<file path="src/sv/zts_pkg.sv">
// Shared types and constants for the zero-temperature subband density block.
package zts_pkg;

  localparam int DATA_W  = 32;
  localparam int ACC_W   = 48;
  localparam int DIV_W   = 64;
  localparam int CFG_IW  = 2;
  localparam int CHUNK_W = 16;
  localparam int MUL_STEPS = ACC_W / CHUNK_W;

  localparam logic [ACC_W-1:0]  MAX48 = {ACC_W{1'b1}};
  localparam logic [DATA_W-1:0] MAX32 = {DATA_W{1'b1}};

  localparam logic [CFG_IW-1:0] REG_FERMI  = 2'd0;
  localparam logic [CFG_IW-1:0] REG_POINTS = 2'd1;
  localparam logic [CFG_IW-1:0] REG_DOS    = 2'd2;

  typedef enum logic [1:0] {
    FN_MASS   = 2'd0,
    FN_SAMPLE = 2'd1,
    FN_READ   = 2'd2,
    FN_CLEAR  = 2'd3
  } func_t;

  typedef enum logic [3:0] {
    ST_CLEAR,
    ST_IDLE,
    ST_DISP,
    ST_MASS_DIV,
    ST_MASS_WR,
    ST_SMP_ACC,
    ST_SMP_ADD,
    ST_END_CHK,
    ST_END_DIV,
    ST_TERM_WAIT,
    ST_WALK_RD,
    ST_WALK_MUL,
    ST_WALK_WAIT,
    ST_RD_OUT
  } st_t;

  typedef struct packed {
    logic latch;
    logic div_mass;
    logic div_dos;
    logic recip_wr;
    logic smp_sq;
    logic smp_acc;
    logic ims_add;
    logic set_stop;
    logic mul_term;
    logic term_wr;
    logic walk_rd;
    logic mul_walk;
    logic walk_wr;
    logic dens_rd_idx;
    logic out_load;
    logic clr_acc;
    logic cnt_zero;
    logic sweep_wr;
  } cmd_t;

  typedef struct packed {
    func_t func;
    logic  idx_ok;
    logic  sv_pos;
    logic  in_used;
    logic  stopped;
    logic  above;
    logic  last;
    logic  ims_zero;
    logic  div_done;
    logic  mul_done;
    logic  walk_last;
    logic  sweep_last;
    logic  out_free;
  } stat_t;

endpackage

</file>
<file path="src/sv/zts_ctrl.sv">
// Controller state machine: sequences items, subband end, walks and clears.
module zts_ctrl import zts_pkg::*; (
  input  logic  clk,
  input  logic  rst,
  input  logic  in_valid,
  output logic  in_ready,
  input  stat_t stat,
  output cmd_t  cmd
);

  st_t state, state_next;

  always_ff @(posedge clk) begin
    if (rst) state <= ST_CLEAR;
    else     state <= state_next;
  end

  always_comb begin
    state_next = state;
    case (state)
      ST_CLEAR:    if (stat.sweep_last) state_next = ST_IDLE;
      ST_IDLE:     if (in_valid) state_next = ST_DISP;
      ST_DISP: begin
        case (stat.func)
          FN_MASS: begin
            if (!stat.idx_ok)     state_next = ST_IDLE;
            else if (stat.sv_pos) state_next = ST_MASS_DIV;
            else                  state_next = ST_MASS_WR;
          end
          FN_SAMPLE: begin
            if (!stat.in_used || stat.stopped || stat.above) state_next = ST_IDLE;
            else                                             state_next = ST_SMP_ACC;
          end
          FN_READ:  state_next = ST_RD_OUT;
          FN_CLEAR: state_next = ST_CLEAR;
          default:  state_next = ST_IDLE;
        endcase
      end
      ST_MASS_DIV:  if (stat.div_done) state_next = ST_MASS_WR;
      ST_MASS_WR:   state_next = ST_IDLE;
      ST_SMP_ACC:   state_next = ST_SMP_ADD;
      ST_SMP_ADD:   state_next = stat.last ? ST_END_CHK : ST_IDLE;
      ST_END_CHK:   state_next = stat.ims_zero ? ST_TERM_WAIT : ST_END_DIV;
      ST_END_DIV:   if (stat.div_done) state_next = ST_TERM_WAIT;
      ST_TERM_WAIT: if (stat.mul_done) state_next = ST_WALK_RD;
      ST_WALK_RD:   state_next = ST_WALK_MUL;
      ST_WALK_MUL:  state_next = ST_WALK_WAIT;
      ST_WALK_WAIT: begin
        if (stat.mul_done) state_next = stat.walk_last ? ST_IDLE : ST_WALK_RD;
      end
      ST_RD_OUT:    if (stat.out_free) state_next = ST_IDLE;
      default:      state_next = ST_IDLE;
    endcase
  end

  always_comb begin
    cmd      = '0;
    in_ready = 1'b0;
    case (state)
      ST_CLEAR: cmd.sweep_wr = 1'b1;
      ST_IDLE: begin
        in_ready  = 1'b1;
        cmd.latch = in_valid;
      end
      ST_DISP: begin
        case (stat.func)
          FN_MASS:   cmd.div_mass = stat.idx_ok && stat.sv_pos;
          FN_SAMPLE: begin
            cmd.set_stop = stat.in_used && !stat.stopped && stat.above;
            cmd.smp_sq   = stat.in_used && !stat.stopped && !stat.above;
          end
          FN_READ:   cmd.dens_rd_idx = 1'b1;
          FN_CLEAR: begin
            cmd.clr_acc  = 1'b1;
            cmd.cnt_zero = 1'b1;
          end
          default: ;
        endcase
      end
      ST_MASS_WR:   cmd.recip_wr = 1'b1;
      ST_SMP_ACC:   cmd.smp_acc = 1'b1;
      ST_SMP_ADD:   cmd.ims_add = 1'b1;
      ST_END_CHK: begin
        cmd.div_dos  = !stat.ims_zero;
        cmd.mul_term = stat.ims_zero;
      end
      ST_END_DIV:   cmd.mul_term = stat.div_done;
      ST_TERM_WAIT: begin
        cmd.term_wr  = stat.mul_done;
        cmd.cnt_zero = stat.mul_done;
      end
      ST_WALK_RD:   cmd.walk_rd = 1'b1;
      ST_WALK_MUL:  cmd.mul_walk = 1'b1;
      ST_WALK_WAIT: cmd.walk_wr = stat.mul_done;
      ST_RD_OUT:    cmd.out_load = stat.out_free;
      default: ;
    endcase
  end

endmodule

</file>
<file path="config.mk">
export PLATFORM = sky130hd
export DESIGN_NAME = zts_ctrl
export DESIGN_NICKNAME = d
export VERILOG_FILES = /design/src/sv/zts_pkg.sv /design/src/sv/zts_ctrl.sv
export SDC_FILE = /design/constraint.sdc
export NUM_CORES = 1
export LEC_CHECK = 0
export ABC_AREA = 1
export BUFFER_PORTS_ARGS = -buffer_cell sky130_fd_sc_hd__buf_4
export CORE_MARGIN = 10
export CORE_UTILIZATION = 38
export DETAILED_ROUTE_END_ITERATION = 8
export PLACE_DENSITY_LB_ADDON = 0.1
export SYNTH_ARGS = -nofsm -noshare
export SYNTH_HDL_FRONTEND = slang
export SYNTH_SLANG_ARGS = --single-unit
export TNS_END_PERCENT = 20
</file>
<file path="constraint.sdc">
create_clock -name clk -period 1.2 [get_ports clk]
set_input_delay 0.06 -clock clk [delete_from_list [all_inputs] [get_ports clk]]
set_output_delay 0.06 -clock clk [all_outputs]
set_load 0.01 [all_outputs]
</file>
==> impl_metrics.toml <==
[yosys]
netlist_area_um2 = 703
ys.warnings.count = 0
ys_ff_latch = 4
yosysUniqueCellTypes = 21
ys_seq_area_share_pct = 11.4
synth.avg_cell_area_um2 = 5.63
synth_nets = 148
synthCells = 125

[timing]
totalNegativeSetupSlack_ns = -3.10
finalHoldViolations = 0
final_max_slew_viol_count = 0
fmaxAchievable_mhz = 709
tightestPinTransition_ns = 0.238
fin_skew_ns = 0.0102
period_needed_ns = 1.41
setup_slack_ns = -0.210
setup_viol = 23
maxSlewHeadroom_pct = 84.1
rsz0062_at_grt = "yes"
period_share_pct = 117

[hold_path]
hold_path.class = "in2reg"

[placed_design]
place_ws_ns = -0.173
dp_cells = 201
dp_hpwl_um = 2020
placed_area_um2 = 1120
globalplace.congestion = 0.864
numPortBuffers = 35

[floorplanning]
die-width_um = 63.0
dieHeight_um = 63.0
num_rows = 15
num_io_pins = 36
dieArea_um2 = 3970
start_util_pct = 40.3
coreArea_um2 = 1750

[drt]
drt-vias-per-instance = 4.93
wl_per_cell_um = 14.5
wl_um = 3080
drt_iter0_markers = 34
ant_nets = 0
dr.pass1.iters = 4
num_vias = 1050
drc = 0

[global_route]
antenna_found_initial = 0
grt_pass1_vias = 1033
grt_use_total_pct = 13.7
grt_start_max_net_pins = 7
grt_pass1_wl_um = 4640
grt-ovfl-total = 0

[power]
leakage_nw = 0.779
vdd_drop_max_uv = 1140
p_per_area_nw_per_um2 = 1190

[setup_path]
critPathMaxFanout = 5
cp_data_required_time_ns = 1.36
crit_top_cell = "nand2_2"
crit_arrival_ns = 1.56
path_cells = "nor2_2, buf_4, nand2_2, nand2_2, nand2_2, nand2_4, nor2_4, nand2_1, a21oi_1"
start_kind = "flop"
cp_slowest_cell = "dfxtp_4"
critPathCaptureType = "flop"
crit_type = "reg2reg"
cpPeakStageDelay_ns = 0.40

[clocking]
cts_max_level = 1
clock_latency_ns = 0.24
cts_tree = "built"
cts.sinks = 4
clk_path_buf_depth = 2
ctsRootBufferMaster = "clkbuf_4"
cts_made_buffers = 3
path_clk_slew_ns = 0.04

[final_layout]
synthToLayoutAreaGrowth_pct = 96.8
stdcell_area_um2 = 1380
reg_top3 = "state x4"
postLayoutCoreUtil_pct = 79.3
final_nets = 213
largest_register_ffs = 4
regMostFlops = "state"
stdcell_count = 213
drive_gt1_share_pct = 60.1
n_antenna_cell = 0

[outcome]
status = "finished, violations left"
violations = "negative setup slack"

[job]
drv_cap = 0
[final cells by class]
cell class,instances,area (um^2)
tap,25,31.3
multi-input combinational,94,632
sequential,4,95.1
fill,131,362
clock buffer,3,22.5
inverter,27,109
timing repair buffer,60,494
[logic make-up (layout without fill, tap and decap cells)]
kind of cell | after synthesis | after routing | synth area share (%)
AO/OA/AOI/OAI | 15 | 15 | 11.9
adder cells (fa/ha/maj) | 6 | 6 | 10.7
buffers and inverters | 27 | 90 | 14.4
flip-flops | 4 | 4 | 11.4
AND/OR/NAND/NOR | 73 | 73 | 51.6
[metal layers]
metal / vias up / track usage (%) / share of wire (%)
met4: 0 / 6.42 / 3.1
met2: 58 / 23.5 / 50
met5: - / 0 / 0
li1: 514 / - / -
met1: 466 / 15.0 / 38
met3: 12 / 3.76 / 8.5
[worst max-delay path, delay by kind of cell, from the launching register on]
family	cells	cell delay [ns]
flops	1	0.40
buf+inv	1	0.14
compound gates	1	0.15
simple gates	7	0.63
[stage by stage]
stage	total power [mW]	hold slack (ns)
final	1.64	0.159
after global routing	1.75	0.192
after CTS	1.42	0.149
after detailed placement	1.12	0.251
after global placement	1.10	0.250
after floorplan	0.706	0.129
[path summary, 6_finish.rpt]
| check | startpoint | endpoint | slack (ns) | cells past startpoint |
|---|---|---|---|---|
| worst max register to register | state[0] | state[2] | -0.21 | 9 |
| worst max-delay path | state[0] | state[2] | -0.21 | 9 |
| worst min register to register | state[0] | state[0] | 0.57 | 2 |
| worst min-delay path | stat[4] | state[1] | 0.16 | 4 |
[placed cells by master (no fill, tap or decap), drive strengths merged]
cell / netlist / layout
buf: 0 / 59
nand2: 34 / 34
inv: 27 / 27
nor2: 25 / 25
nand3: 9 / 9
ha: 6 / 6
o21ai: 6 / 6
a21oi: 6 / 6
dfxtp: 4 / 4
clkbuf: 0 / 3
o22ai: 2 / 2
nor3: 2 / 2
nand3b: 2 / 2
nor4: 1 / 1
o211ai: 1 / 1
dlygate4sd3: 0 / 1
[Yosys cell counts, drive strengths merged]
library cell	number	area (um^2)
inv	27	101
nand2	34	163
o22ai	2	12.5
o211ai	1	7.51
a21oi	6	30.0
ha	6	75.1
nor3	2	10.0
nand3	9	50.1
nor2	25	119
dfxtp	4	80.1
nor4	1	6.26
nand3b	2	15.0
o21ai	6	33.8
[where the power goes]
group / internal [mW] / switching [mW]
logic: 0.536 / 0.660
registers: 0.183 / 0.0881
clock network: 0.112 / 0.0630
[what timing repair did]
action / 4_1_cts / 5_1_grt
hold buffers: 1 / 0
setup endpoints to repair: 23 / 23
resized for setup: 30 / 23
setup buffers: 8 / 0
pin swaps: 9 / 17
endpoints found under the hold margin: 2 / 0
Note: power is estimated with default switching activity, not from simulation.
